<file path="config.mk">
export PLATFORM = sky130hd
export DESIGN_NAME = gdr_div
export DESIGN_NICKNAME = d
export VERILOG_FILES = /design/src/hw/rtl/gdr_pkg.sv /design/src/hw/rtl/gdr_div.sv
export VERILOG_INCLUDE_DIRS = /design/src /design/src/hw/rtl
export SDC_FILE = /design/constraint.sdc
export NUM_CORES = 1
export LEC_CHECK = 0
export BUFFER_PORTS_ARGS = -buffer_cell sky130_fd_sc_hd__buf_4
export CORE_ASPECT_RATIO = 1.4
export CORE_MARGIN = 8
export CORE_UTILIZATION = 60
export DETAILED_ROUTE_END_ITERATION = 7
export PLACE_DENSITY_LB_ADDON = 0.12
export SLEW_MARGIN = 15
export SYNTH_ARGS = -nofsm -noshare
export SYNTH_HDL_FRONTEND = slang
export SYNTH_SLANG_ARGS = --single-unit
</file>
<file path="constraint.sdc">
create_clock -name clk -period 5.7 [get_ports clk]
set_clock_uncertainty 0.1 [all_clocks]
set_input_delay 0.57 -clock clk [delete_from_list [all_inputs] [get_ports clk]]
set_output_delay 0.57 -clock clk [all_outputs]
set_load 0.05 [all_outputs]
</file>
<file path="src/hw/rtl/grid_dda_raycaster_top_macros.svh">
// Assertion macros shared by the raycaster modules.
// Each expects signals named clk and rst_n in the module that uses it.
`ifndef GRID_DDA_RAYCASTER_TOP_MACROS_SVH
`define GRID_DDA_RAYCASTER_TOP_MACROS_SVH

// Consequence must hold in the same cycle as the antecedent.
`define GDR_ASSERT_NOW(lbl, ante, cons, msg) \
  lbl: assert property (@(posedge clk) disable iff (!rst_n) (ante) |-> (cons)) \
    else $error(msg);

// Consequence must hold in the cycle after the antecedent.
`define GDR_ASSERT_NEXT(lbl, ante, cons, msg) \
  lbl: assert property (@(posedge clk) disable iff (!rst_n) (ante) |=> (cons)) \
    else $error(msg);

`endif

</file>
<file path="src/hw/rtl/gdr_pkg.sv">
package gdr_pkg;

  // Default map size in tiles.
  localparam int MAP_ROWS_DEF = 64;
  localparam int MAP_COLS_DEF = 64;
  // Row pitch of the map store in entries.
  localparam int MAP_PITCH = 64;

  // Serial divider word width.
  localparam int DIV_W = 32;

  // Distance format Q8.16 and its saturation value.
  localparam int DIST_W = 24;
  localparam logic [DIST_W-1:0] DIST_MAX = 24'hFF_FFFF;
  // Line height saturation value.
  localparam logic [11:0] LINE_MAX = 12'd4095;

  // Configuration register indexes.
  localparam logic [2:0] CFG_POS_X    = 3'd0;
  localparam logic [2:0] CFG_POS_Y    = 3'd1;
  localparam logic [2:0] CFG_DIR_X    = 3'd2;
  localparam logic [2:0] CFG_DIR_Y    = 3'd3;
  localparam logic [2:0] CFG_PLANE_X  = 3'd4;
  localparam logic [2:0] CFG_PLANE_Y  = 3'd5;
  localparam logic [2:0] CFG_SCREEN_W = 3'd6;
  localparam logic [2:0] CFG_SCREEN_H = 3'd7;

  // Item modes.
  localparam logic MODE_WRITE = 1'b0;
  localparam logic MODE_CAST  = 1'b1;

  // Request to the shared divider.
  typedef struct packed {
    logic             start;
    logic [DIV_W-1:0] num;
    logic [DIV_W-1:0] den;
  } div_req_t;

  // Answer from the shared divider.
  typedef struct packed {
    logic             done;
    logic [DIV_W-1:0] quot;
  } div_rsp_t;

endpackage

</file>
<file path="src/hw/rtl/gdr_div.sv">
`include "grid_dda_raycaster_top_macros.svh"

module gdr_div (
  input  logic              clk,
  input  logic              rst_n,
  input  gdr_pkg::div_req_t req,
  output gdr_pkg::div_rsp_t rsp
);

  localparam int W = gdr_pkg::DIV_W;

  logic                 busy_r, busy_nxt;
  logic                 done_r, done_nxt;
  logic [$clog2(W)-1:0] cnt_r, cnt_nxt;
  logic [W-1:0]         rem_r, rem_nxt;
  logic [W-1:0]         quo_r, quo_nxt;
  logic [W-1:0]         den_r, den_nxt;
  logic [W:0]           trial;
  logic [W:0]           diff;

  // One quotient bit per cycle, restoring form.
  always_comb begin
    busy_nxt = busy_r;
    done_nxt = 1'b0;
    cnt_nxt  = cnt_r;
    rem_nxt  = rem_r;
    quo_nxt  = quo_r;
    den_nxt  = den_r;
    trial    = {rem_r, quo_r[W-1]};
    diff     = trial - {1'b0, den_r};
    if (req.start) begin
      busy_nxt = 1'b1;
      cnt_nxt  = '0;
      rem_nxt  = '0;
      quo_nxt  = req.num;
      den_nxt  = req.den;
    end else if (busy_r) begin
      if (!diff[W]) begin
        rem_nxt = diff[W-1:0];
        quo_nxt = {quo_r[W-2:0], 1'b1};
      end else begin
        rem_nxt = trial[W-1:0];
        quo_nxt = {quo_r[W-2:0], 1'b0};
      end
      cnt_nxt = cnt_r + 1'b1;
      if (cnt_r == ($clog2(W))'(W - 1)) begin
        busy_nxt = 1'b0;
        done_nxt = 1'b1;
      end
    end
  end

  always_ff @(posedge clk) begin
    if (!rst_n) begin
      busy_r <= 1'b0;
      done_r <= 1'b0;
    end else begin
      busy_r <= busy_nxt;
      done_r <= done_nxt;
    end
    cnt_r <= cnt_nxt;
    rem_r <= rem_nxt;
    quo_r <= quo_nxt;
    den_r <= den_nxt;
  end

  assign rsp.done = done_r;
  assign rsp.quot = quo_r;

  `GDR_ASSERT_NOW(a_div_start_idle, req.start, !busy_r, "divider started while busy")
  `GDR_ASSERT_NOW(a_div_done_idle, done_r, !busy_r, "divider done while still busy")
  `GDR_ASSERT_NEXT(a_div_start_busy, req.start, busy_r, "divider did not begin")

endmodule

</file>
==> results of run 1 <==
-- cell families after synthesis --
kind of cell               count (synthesis)  share of synthesized area
and+or+nand+nor                          131                      0.112
buffers and inverters                     66                     0.0446
DFF                                      103                      0.461
AOI/OAI and AO/OA                        135                      0.155
xor gates and xnor gates                  31                     0.0476
adders and majority gates                 35                     0.0760
muxes                                     57                      0.104
-- power by group through the flow --
stage	registers [mW]	clock network (mW)	logic (mW)
6_report	0.894	0.656	0.506
5_1_grt	0.901	0.690	0.547
4_1_cts	0.895	0.662	0.505
3_5_place_dp	0.910	0	0.501
3_3_place_gp	0.908	0	0.488
2_1_floorplan	0.986	0	0.278
-- area by class of cell --
class,count,area (um^2),area share
clock inverter,6,82.6,0.0118
timing repair buffer,102,766,0.110
clock buffer,10,229,0.0328
sequential,103,2700,0.388
inverter,39,146,0.0210
tap,110,138,0.0197
multi-input combinational,389,2910,0.417
-- cell usage in the layout, fill, tap and decap left out, types with 4 or more instances in the layout --
master and count:
sky130_fd_sc_hd__a21oi_1 39, sky130_fd_sc_hd__o21ai_0 11, sky130_fd_sc_hd__and3_1 9, sky130_fd_sc_hd__xnor2_1 15, sky130_fd_sc_hd__edfxtp_1 64, sky130_fd_sc_hd__inv_1 38
sky130_fd_sc_hd__mux2i_1 25, sky130_fd_sc_hd__a31oi_1 6, sky130_fd_sc_hd__nand2_1 32, sky130_fd_sc_hd__mux2_2 32, sky130_fd_sc_hd__buf_4 102, sky130_fd_sc_hd__ha_1 34
sky130_fd_sc_hd__and2_1 4, sky130_fd_sc_hd__nor2_1 43, sky130_fd_sc_hd__clkbuf_16 9, sky130_fd_sc_hd__nand3_1 7, sky130_fd_sc_hd__o211ai_1 6, sky130_fd_sc_hd__o21ai_1 8
sky130_fd_sc_hd__nor3_1 4, sky130_fd_sc_hd__nand2b_1 5, sky130_fd_sc_hd__dfxtp_1 38, sky130_fd_sc_hd__nand4_1 6, sky130_fd_sc_hd__nor3b_1 5, sky130_fd_sc_hd__a21o_1 17
sky130_fd_sc_hd__xor2_1 15, sky130_fd_sc_hd__a211oi_1 22, sky130_fd_sc_hd__o21a_1 4
-- registers in the layout, indices dropped and copies added, names as in the netlist --
| register | flops |
|---|---|
| busy_r | 1 |
| cnt_r | 5 |
| den_r | 32 |
| done_r | 1 |
| quo_r | 32 |
| rem_r | 32 |
-- metal layers --
metal	share of wire	vias up	wire length, um
li1	-	2214	-
met1	0.39	2142	5310
met2	0.52	121	7060
met3	0.057	28	762
met4	0.025	0	343
met5	0	-	0
-- metrics by stage --
step / instance area [um^2] / utilization / total power [mW] / hold WS [ns]
6_report: 6970 / 0.737 / 2.06 / 0.292
5_1_grt: 6970 / 0.737 / 2.14 / 0.283
4_1_cts: 6970 / 0.737 / 2.06 / 0.293
3_5_place_dp: 6660 / 0.704 / 1.41 / 0.369
3_3_place_gp: 6660 / 0.704 / 1.40 / 0.357
2_1_floorplan: 5860 / - / 1.26 / 0.346
-- worst register-to-register path: stages, from the launching register on --
cell and delay (ns):
sky130_fd_sc_hd__edfxtp_1 0.37, sky130_fd_sc_hd__inv_1 0.05, sky130_fd_sc_hd__ha_1 0.22, sky130_fd_sc_hd__fa_1 0.42, sky130_fd_sc_hd__nand2b_1 0.18, sky130_fd_sc_hd__a21oi_1 0.21
sky130_fd_sc_hd__o211ai_1 0.15, sky130_fd_sc_hd__a21boi_1 0.17, sky130_fd_sc_hd__o21a_1 0.25, sky130_fd_sc_hd__a31oi_4 0.17, sky130_fd_sc_hd__xnor2_4 0.60, sky130_fd_sc_hd__buf_4 0.44
sky130_fd_sc_hd__mux2i_1 0.24, sky130_fd_sc_hd__a211oi_1 0.09
-- worst min-delay path by stage --
stage / to / slack (ns) / depth (start not counted)
5_1_grt: den_r[8]$_DFFE_PP_ / 0.28 / 1
3_3_place_gp: rem_r[26]$_SDFFE_PP0P_ / 0.36 / 2
6_report: den_r[27]$_DFFE_PP_ / 0.29 / 1
4_1_cts: den_r[26]$_DFFE_PP_ / 0.29 / 1
3_5_place_dp: rem_r[28]$_SDFFE_PP0P_ / 0.37 / 2
2_1_floorplan: rem_r[26]$_SDFFE_PP0P_ / 0.35 / 2
==> reports/summary.txt, run 1 <==
post-CTS repair timing setup buffer count: 0
number of setup violations in the final report: 0
Worst Hold Class: in2reg
top area cells in the synthesized netlist: sky130_fd_sc_hd__edfxtp_1 (33%), sky130_fd_sc_hd__dfxtp_1 (13%), sky130_fd_sc_hd__ha_1 (7.3%), sky130_fd_sc_hd__mux2_2 (6.1%), sky130_fd_sc_hd__mux2i_1 (4.3%)
highest ir drop seen on vdd: 0.214 mV
post-synthesis sequential area ratio: 0.461
post-detailed-route wirelength per cell: 17.8 um
sort of element at the end of the critical path: flop
flip-flop cell with the highest count after synthesis: sky130_fd_sc_hd__edfxtp_1
termination of the worst setup path: rem_r[21]$_SDFFE_PP0P_
number of nets with antenna violations after detailed routing: 0
cell types with the highest counts after synthesis: sky130_fd_sc_hd__edfxtp_1 (64), sky130_fd_sc_hd__nor2_1 (43), sky130_fd_sc_hd__a21oi_1 (39), sky130_fd_sc_hd__dfxtp_1 (39), sky130_fd_sc_hd__inv_1 (39)
kind of cell adding the most delay to the critical path: compound AO/OA/AOI/OAI gates
global-route met2 utilization: 0.360
count leader, synth: sky130_fd_sc_hd__edfxtp_1
final cycle utilization of the critical path: 0.666
number of antenna repair diodes: 0
slew at the pin closest to its max-slew limit: 0.883 ns
placed wire-length estimate after detailed placement: 9600 um
Initial Utilization: 0.619
static leakage power: 3.02 nW
Final Hold Violating Endpoints: 0
cell at the root of the clock tree: sky130_fd_sc_hd__clkbuf_16
worst flop-to-flop path endpoint: rem_r[21]$_SDFFE_PP0P_
total routing resource utilization after global routing: 0.205
Internal Power: 1.45 mW
Die Wd: 99.5 um
critical register-to-register path startpoint: quo_r[31]$_DFFE_PP_
net switching power: 0.610 mW
final setup margin: 1.90 ns
cell accounting for the most synthesized area: sky130_fd_sc_hd__edfxtp_1
crit path kind: reg2reg
number of buffers added on ports: 99
Cell Chain, Critical Path: inv_1 > ha_1 > fa_1 > nand2b_1 > a21oi_1 > o211ai_1 > a21boi_1 > o21a_1 > a31oi_4 > xnor2_4 > buf_4 > mux2i_1 > a211oi_1
DRT Wirelength: 13,500 um
standard-cell rows: 42
Die ar.: 13,200 um^2
met3 track demand over resource in global routing: 0.0588
number of enable-type register cells in the synthesized netlist: 64
sequential fraction of design power: 0.435
clock period minus final worst setup slack: 3.80 ns
global-route wire length before repair: 21,900 um
layout cells sized above 1: 0.243
antenna violations before repair: 0
height of the die: 133 um
register-to-register path setup slack: 1.90 ns
Inst Count DP: 743
Inserted Clock Buffers: 9
fraction of synthesis flops using an asynchronous set or reset pin: 0
CTS max path bufs: 2
start point of the worst min-delay path: req[27]
flops & latches, synth: 103
P&R area growth vs syn: 19.0%
Placer Congestion: 0.901
Layout Nets: 746
kind of start point of the critical path: flop
number of hold buffers added after CTS: 0
portion of synthesized cell area occupied by the leading cell type: 0.328
clock latency of the later-clocked register in the worst-skew pair: 0.35 ns
1st-iter DRT viols: 257
ports placed on the boundary: 100
maximum clock frequency: 0.263 GHz
Clock H-tree levels: 3
core outline area: 9460 um^2
TritonCTS sink count: 103
remaining routing DRC violations: 0
instance count on the critical path: 13
data arrival time of the critical path: 3.90 ns
Worst Path Buf+Inv: 2
Post-Syn Instances: 558
Max Cap Violations: 0
endpoint required time on the critical path: 5.80 ns
layer with the highest usage: met2
R2R depth: 13
Final Non-Filler Cells: 759
via count: 4,505
setup repair after global routing missed its margin: false
number of max-slew violations in the final report: 0
largest fanout on the critical path: 22
post-placement worst setup slack: 1.94 ns
largest net degree at the start of global routing: 65
met1 Resource Use GR: 0.221
via-per-instance ratio: 5.94
Yosys warning total: 0
number of nets produced by synthesis: 660
syn avg cell area: 10.5 um^2
number of distinct standard cells referenced by the synthesized netlist: 58
Reg clk slew, reported paths: 0.07 ns
number of resized instances in the post-cts repair step: 0
sum of negative setup slack: 0 ns
fill cell total of the finished layout: 685
relative contribution of the clock network to total power: 0.319
post-synthesis instance area: 5860 um^2
number of global-route vias before repair: 4,684
Cell Pwr Density: 295 nW/um^2
launch point of the worst path: quo_r[31]$_DFFE_PP_
switch share: 0.297
number of iterations in the first detailed-routing pass: 5
Max stage delay cell, worst path: sky130_fd_sc_hd__xnor2_4
result of the run: finished, final reports clean
worst stage delay on the critical path: 0.59 ns
combinational group share of total power: 0.246
headroom to the max-slew limit: 0.409
global route total overflow: 0
CTS tree: done
No activity file was read; power rests on OpenSTA's default activity.
==> run 2, diff against run 1 <==
CORE_UTILIZATION = 51   (was 60)
clock period = 3.2 ns   (was 5.7 ns; I/O delays follow)
==> reports/summary.txt, run 2 (synthesized netlist as in run 1, its figures left out) <==
result of the run: finished, final reports clean
global-route wire length before repair: 22,500 um (+2.6%)
P&R area growth vs syn: 23.3%
remaining routing DRC violations: 0 (unchanged)
slew at the pin closest to its max-slew limit: 0.707 ns (-0.176 ns)
clock latency of the later-clocked register in the worst-skew pair: 0.34 ns (about the same)
largest net degree at the start of global routing: 104 (+60%)
Final Non-Filler Cells: 810 (+6.7%)
Layout Nets: 763 (+2.3%)
data arrival time of the critical path: 3.19 ns (-0.71 ns)
highest ir drop seen on vdd: 0.348 mV (+63%)
post-placement worst setup slack: -0.00457 ns (-1.95 ns)
endpoint required time on the critical path: 3.33 ns (-2.47 ns)
Reg clk slew, reported paths: 0.07 ns (about the same)
most common cell after layout, fill and taps aside: sky130_fd_sc_hd__buf_4
CTS tree: done
biggest regs: den_r (32), quo_r (32), rem_r (32)
sort of element at the end of the critical path: flop
CTS max path bufs: 2 (unchanged)
headroom to the max-slew limit: 0.527 (+0.118)
commonest cells after routing, fill and taps aside: sky130_fd_sc_hd__buf_4 (113), sky130_fd_sc_hd__edfxtp_1 (64), sky130_fd_sc_hd__nor2_1 (43)
clock period minus final worst setup slack: 3.05 ns (-0.746 ns)
number of nets with antenna violations after detailed routing: 0 (unchanged)
core outline area: 11,300 um^2 (+19%)
Initial Utilization: 0.519 (-0.100)
Worst Hold Class: in2reg
Inserted Clock Buffers: 9 (unchanged)
cell at the root of the clock tree: sky130_fd_sc_hd__clkbuf_16
number of hold buffers added after CTS: 0 (unchanged)
post-detailed-route wirelength per cell: 17.4 um (-2.1%)
via-per-instance ratio: 5.58 (-5.9%)
number of global-route vias before repair: 4,633 (-1.1%)
Die Wd: 107 um (+7.1%)
antenna violations before repair: 0 (unchanged)
number of iterations in the first detailed-routing pass: 4 (-1)
critical register-to-register path startpoint: quo_r[31]$_DFFE_PP_
via count: 4,523 (+0.40%)
placed wire-length estimate after detailed placement: 10,300 um (+7.3%)
launch point of the worst path: quo_r[31]$_DFFE_PP_
setup repair after global routing missed its margin: false
standard-cell rows: 46 (+9.5%)
static leakage power: 3.11 nW (+3.2%)
ports placed on the boundary: 100 (unchanged)
1st-iter DRT viols: 205 (-20%)
kind of start point of the critical path: flop
crit path kind: reg2reg
start point of the worst min-delay path: req[30]
TritonCTS sink count: 103 (unchanged)
number of max-slew violations in the final report: 0 (unchanged)
Placer Congestion: 0.875 (-2.9%)
Max Cap Violations: 0 (unchanged)
Cell Pwr Density: 504 nW/um^2 (+71%)
number of buffers added on ports: 99 (unchanged)
global route total overflow: 0 (unchanged)
Final Hold Violating Endpoints: 0 (unchanged)
final setup margin: 0.148 ns (-1.75 ns)
maximum clock frequency: 0.328 GHz (+24%)
tightest hold margin: 0.0482 ns (-0.244 ns)
total routing resource utilization after global routing: 0.185 (-0.0199)
number of antenna repair diodes: 0 (unchanged)
number of setup violations in the final report: 0 (unchanged)
layout cells sized above 1: 0.267 (+0.0238)
final cycle utilization of the critical path: 0.954 (+0.287)
height of the die: 143 um (+7.4%)
DRT Wirelength: 14,100 um (+4.5%)
Die ar.: 15,200 um^2 (+15%)
largest fanout on the critical path: 7 (-68%)
Inst Count DP: 786 (+5.8%)
Clock H-tree levels: 3 (unchanged)
[run 2: changes by cell type in the layout (fill, tap and decap cells not counted), sizes merged]
cell and delta:
buf +16, bufinv -1, clkbuf +1, clkinv -1
clkinvlp +1, inv +1
[run 2: cell type report]
cell class	instances	area, um^2
Clock inverter	6	67.6
Fill cell	982	4060
Clock buffer	10	229
Timing Repair Buffer	119	973
Multi-Input combinational cell	389	2920
Sequential cell	103	2700
Tap cell	144	180
Inverter	39	146
[run 2: path summary, 6_finish.rpt]
path	endpoint	slack, ns	depth (start not counted)
max	rem_r[8]$_SDFFE_PP0P_	0.15	14
min	den_r[30]$_DFFE_PP_	0.05	1
max reg2reg	rem_r[8]$_SDFFE_PP0P_	0.15	14
min reg2reg	rem_r[19]$_SDFFE_PP0P_	0.39	2
[run 2: stage by stage]
stage | instance area [um^2] | setup TNS (ns) | total power, mW | utilization
after detailed placement | 6830 | -0.00457 | 2.54 | 0.605
after CTS | 7130 | 0 | 3.66 | 0.632
after floorplan | 5870 | 0 | 2.25 | -
after global routing | 7220 | 0 | 3.80 | 0.640
final | 7220 | 0 | 3.64 | 0.640
after global placement | 6830 | 0 | 2.52 | 0.605
[run 2: where the power goes]
part / internal, mW / total (mW) / switching, mW
combinational: 0.386 / 0.926 / 0.540
sequential: 1.53 / 1.60 / 0.0690
clock: 0.612 / 1.11 / 0.500
total: 2.53 / 3.64 / 1.11
[run 2: metal layers]
layer  global-route usage  share of wire  vias to the layer above
li1                     -              -                     2240
met1                0.194           0.38                     2148
met2                0.345           0.55                      111
met3               0.0469          0.047                       24
met4               0.0647          0.024                        0
met5                    0              0                        -
[run 2: what timing repair did]
action | 4_1_cts | 5_1_grt
endpoints found under the setup margin | 9 | 32
setup buffers | 1 | 6
pin swaps | 1 | 5
resized for setup | 0 | 2
endpoints found under the hold margin | 0 | 0
gates cloned | 0 | 1
[run 2: critical path: stages (launching register included)]
cell and delay, ns:
sky130_fd_sc_hd__edfxtp_1 0.38, sky130_fd_sc_hd__inv_1 0.06, sky130_fd_sc_hd__ha_2 0.19, sky130_fd_sc_hd__fa_2 0.34, sky130_fd_sc_hd__nand2b_4 0.15, sky130_fd_sc_hd__a21oi_2 0.16
sky130_fd_sc_hd__o211ai_1 0.14, sky130_fd_sc_hd__a21boi_1 0.17, sky130_fd_sc_hd__o21a_1 0.21, sky130_fd_sc_hd__a31oi_4 0.14, sky130_fd_sc_hd__xnor2_4 0.16, sky130_fd_sc_hd__buf_12 0.15
sky130_fd_sc_hd__clkbuf_16 0.15, sky130_fd_sc_hd__or2_0 0.19, sky130_fd_sc_hd__a32o_1 0.24
==> run 3, diff against run 2 <==
CORE_ASPECT_RATIO = 1.75   (was 1.4)
PLACE_DENSITY_LB_ADDON = 0.2   (was 0.12)
==> reports/summary.txt, run 3 (synthesized netlist as in run 1, its figures left out) <==
result of the run: finished, final reports clean
Initial Utilization: 0.515 (-0.00479)
core outline area: 11,400 um^2 (+0.93%)
CTS max path bufs: 2 (unchanged)
Max Cap Violations: 0 (unchanged)
tightest hold margin: 0.0466 ns (-0.00160 ns)
crit path kind: reg2reg
placed wire-length estimate after detailed placement: 10,500 um (+2.3%)
register-to-register path setup slack: 0.21 ns (+0.06 ns)
Placer Congestion: 0.891 (+1.9%)
clock latency of the later-clocked register in the worst-skew pair: 0.34 ns (about the same)
biggest regs: den_r (32), quo_r (32), rem_r (32)
Inserted Clock Buffers: 9 (unchanged)
start point of the worst min-delay path: req[7]
antenna violations before repair: 0 (unchanged)
remaining routing DRC violations: 0 (unchanged)
endpoint required time on the critical path: 3.38 ns (+0.05 ns)
static leakage power: 3.08 nW (-0.97%)
number of buffers added on ports: 99 (unchanged)
headroom to the max-slew limit: 0.596 (+0.0694)
post-detailed-route wirelength per cell: 17.3 um (-0.19%)
cell at the root of the clock tree: sky130_fd_sc_hd__clkbuf_16
fill cell total of the finished layout: 941 (-4.2%)
sum of negative setup slack: 0 ns (unchanged)
number of global-route vias before repair: 4,909 (+6.0%)
via-per-instance ratio: 5.75 (+3.1%)
slew at the pin closest to its max-slew limit: 0.598 ns (-0.109 ns)
Hold Path End: den_r[7]$_DFFE_PP_
final setup margin: 0.212 ns (+0.0639 ns)
Final Non-Filler Cells: 798 (-1.5%)
standard-cell rows: 52 (+13%)
global route total overflow: 0 (unchanged)
number of hold buffers added after CTS: 0 (unchanged)
Layout Nets: 761 (-0.26%)
sort of element at the end of the critical path: flop
most common cell after layout, fill and taps aside: sky130_fd_sc_hd__buf_4
clock period minus final worst setup slack: 2.99 ns (-0.0639 ns)
P&R area growth vs syn: 21.9%
setup repair after global routing missed its margin: false
number of max-slew violations in the final report: 0 (unchanged)
via count: 4,592 (+1.5%)
fin area: 7140 um^2 (-1.1%)
highest ir drop seen on vdd: 0.433 mV (+24%)
critical register-to-register path startpoint: quo_r[31]$_DFFE_PP_
Cell Pwr Density: 496 nW/um^2 (-1.6%)
TritonCTS sink count: 103 (unchanged)
height of the die: 158 um (+10%)
number of nets with antenna violations after detailed routing: 0 (unchanged)
number of antenna repair diodes: 0 (unchanged)
worst flop-to-flop path endpoint: rem_r[29]$_SDFFE_PP0P_
CTS tree: done
Die ar.: 15,300 um^2 (+0.57%)
maximum clock frequency: 0.335 GHz (+2.1%)
number of iterations in the first detailed-routing pass: 6 (+2)
commonest cells after routing, fill and taps aside: sky130_fd_sc_hd__buf_4 (114), sky130_fd_sc_hd__edfxtp_1 (64), sky130_fd_sc_hd__nor2_1 (43)
1st-iter DRT viols: 136 (-34%)
kind of start point of the critical path: flop
number of stages on the worst hold path: 1 (unchanged)
global-route wire length before repair: 22,700 um (+1.0%)
layout cells sized above 1: 0.271 (+0.00423)
number of setup violations in the final report: 0 (unchanged)
largest net degree at the start of global routing: 45 (-57%)
ports placed on the boundary: 100 (unchanged)
total routing resource utilization after global routing: 0.181 (-0.00456)
Clock H-tree levels: 3 (unchanged)
Worst Hold Class: in2reg
R2R depth: 14 (unchanged)
Final Hold Violating Endpoints: 0 (unchanged)
post-placement worst setup slack: -0.0859 ns (-0.0813 ns)
Die Wd: 97.0 um (-9.0%)
Inst Count DP: 780 (-0.76%)
data arrival time of the critical path: 3.17 ns (-0.02 ns)
final cycle utilization of the critical path: 0.934 (-0.0200)
Reg clk slew, reported paths: 0.07 ns (about the same)
placed instance area: 6810 um^2 (-0.20%)
DRT Wirelength: 13,800 um (-1.7%)
largest fanout on the critical path: 7 (unchanged)
[run 3: timing repair]
action | 4_1_cts | 5_1_grt
gates resized for setup | 0 | 5
endpoints found under the setup margin | 20 | 32
setup buffers | 2 | 1
gates cloned | 0 | 0
pin swaps | 1 | 3
[run 3: metrics by stage]
stage / util / power, mW
floorplan: - / 2.25
global placement: 0.598 / 2.52
detailed placement: 0.598 / 2.54
CTS: 0.625 / 3.57
global route: 0.627 / 3.71
finish: 0.627 / 3.54
[run 3: how the worst max path moves through the flow]
stage	start	end	slack, ns	depth (start not counted)
4_1_cts	quo_r[31]$_DFFE_PP_	rem_r[29]$_SDFFE_PP0P_	0.03	14
3_3_place_gp	quo_r[31]$_DFFE_PP_	rem_r[8]$_SDFFE_PP0P_	0.05	13
2_1_floorplan	quo_r[31]$_DFFE_PP_	rem_r[8]$_SDFFE_PP0P_	0.009	13
6_report	quo_r[31]$_DFFE_PP_	rem_r[29]$_SDFFE_PP0P_	0.21	14
5_1_grt	den_r[11]$_DFFE_PP_	rem_r[29]$_SDFFE_PP0P_	0.007	13
3_5_place_dp	quo_r[31]$_DFFE_PP_	rem_r[12]$_SDFFE_PP0P_	-0.09	13
[run 3: cell type report]
cell class,instances,area (um^2),area share
Inverter,39,146,0.0205
Tap cell,135,169,0.0237
Multi-Input combinational cell,389,2930,0.411
Timing Repair Buffer,117,916,0.128
Clock inverter,6,46.3,0.00648
Sequential cell,103,2700,0.379
Clock buffer,9,225,0.0315
[run 3: worst max-delay path, cell delays in order (launching register included)]
cell	delay (ns)
sky130_fd_sc_hd__edfxtp_1	0.35
sky130_fd_sc_hd__inv_1	0.05
sky130_fd_sc_hd__ha_2	0.19
sky130_fd_sc_hd__fa_2	0.35
sky130_fd_sc_hd__nand2b_4	0.16
sky130_fd_sc_hd__a21oi_2	0.15
sky130_fd_sc_hd__o211ai_1	0.14
sky130_fd_sc_hd__a21boi_1	0.17
sky130_fd_sc_hd__o21a_2	0.20
sky130_fd_sc_hd__a31oi_4	0.14
sky130_fd_sc_hd__xnor2_4	0.19
sky130_fd_sc_hd__buf_12	0.16
sky130_fd_sc_hd__buf_4	0.15
sky130_fd_sc_hd__or3_1	0.34
sky130_fd_sc_hd__nand3_1	0.10
[run 3: power breakdown]
part	total (mW)	internal, mW	switching (mW)
registers	1.60	1.53	0.0668
logic	0.925	0.384	0.541
clock network	1.02	0.527	0.489
[run 3: per-layer routing]
metal	part of all wire	GRT usage
met1	0.39	0.182
met2	0.53	0.332
met3	0.052	0.0489
met4	0.033	0.0914
met5	0	0
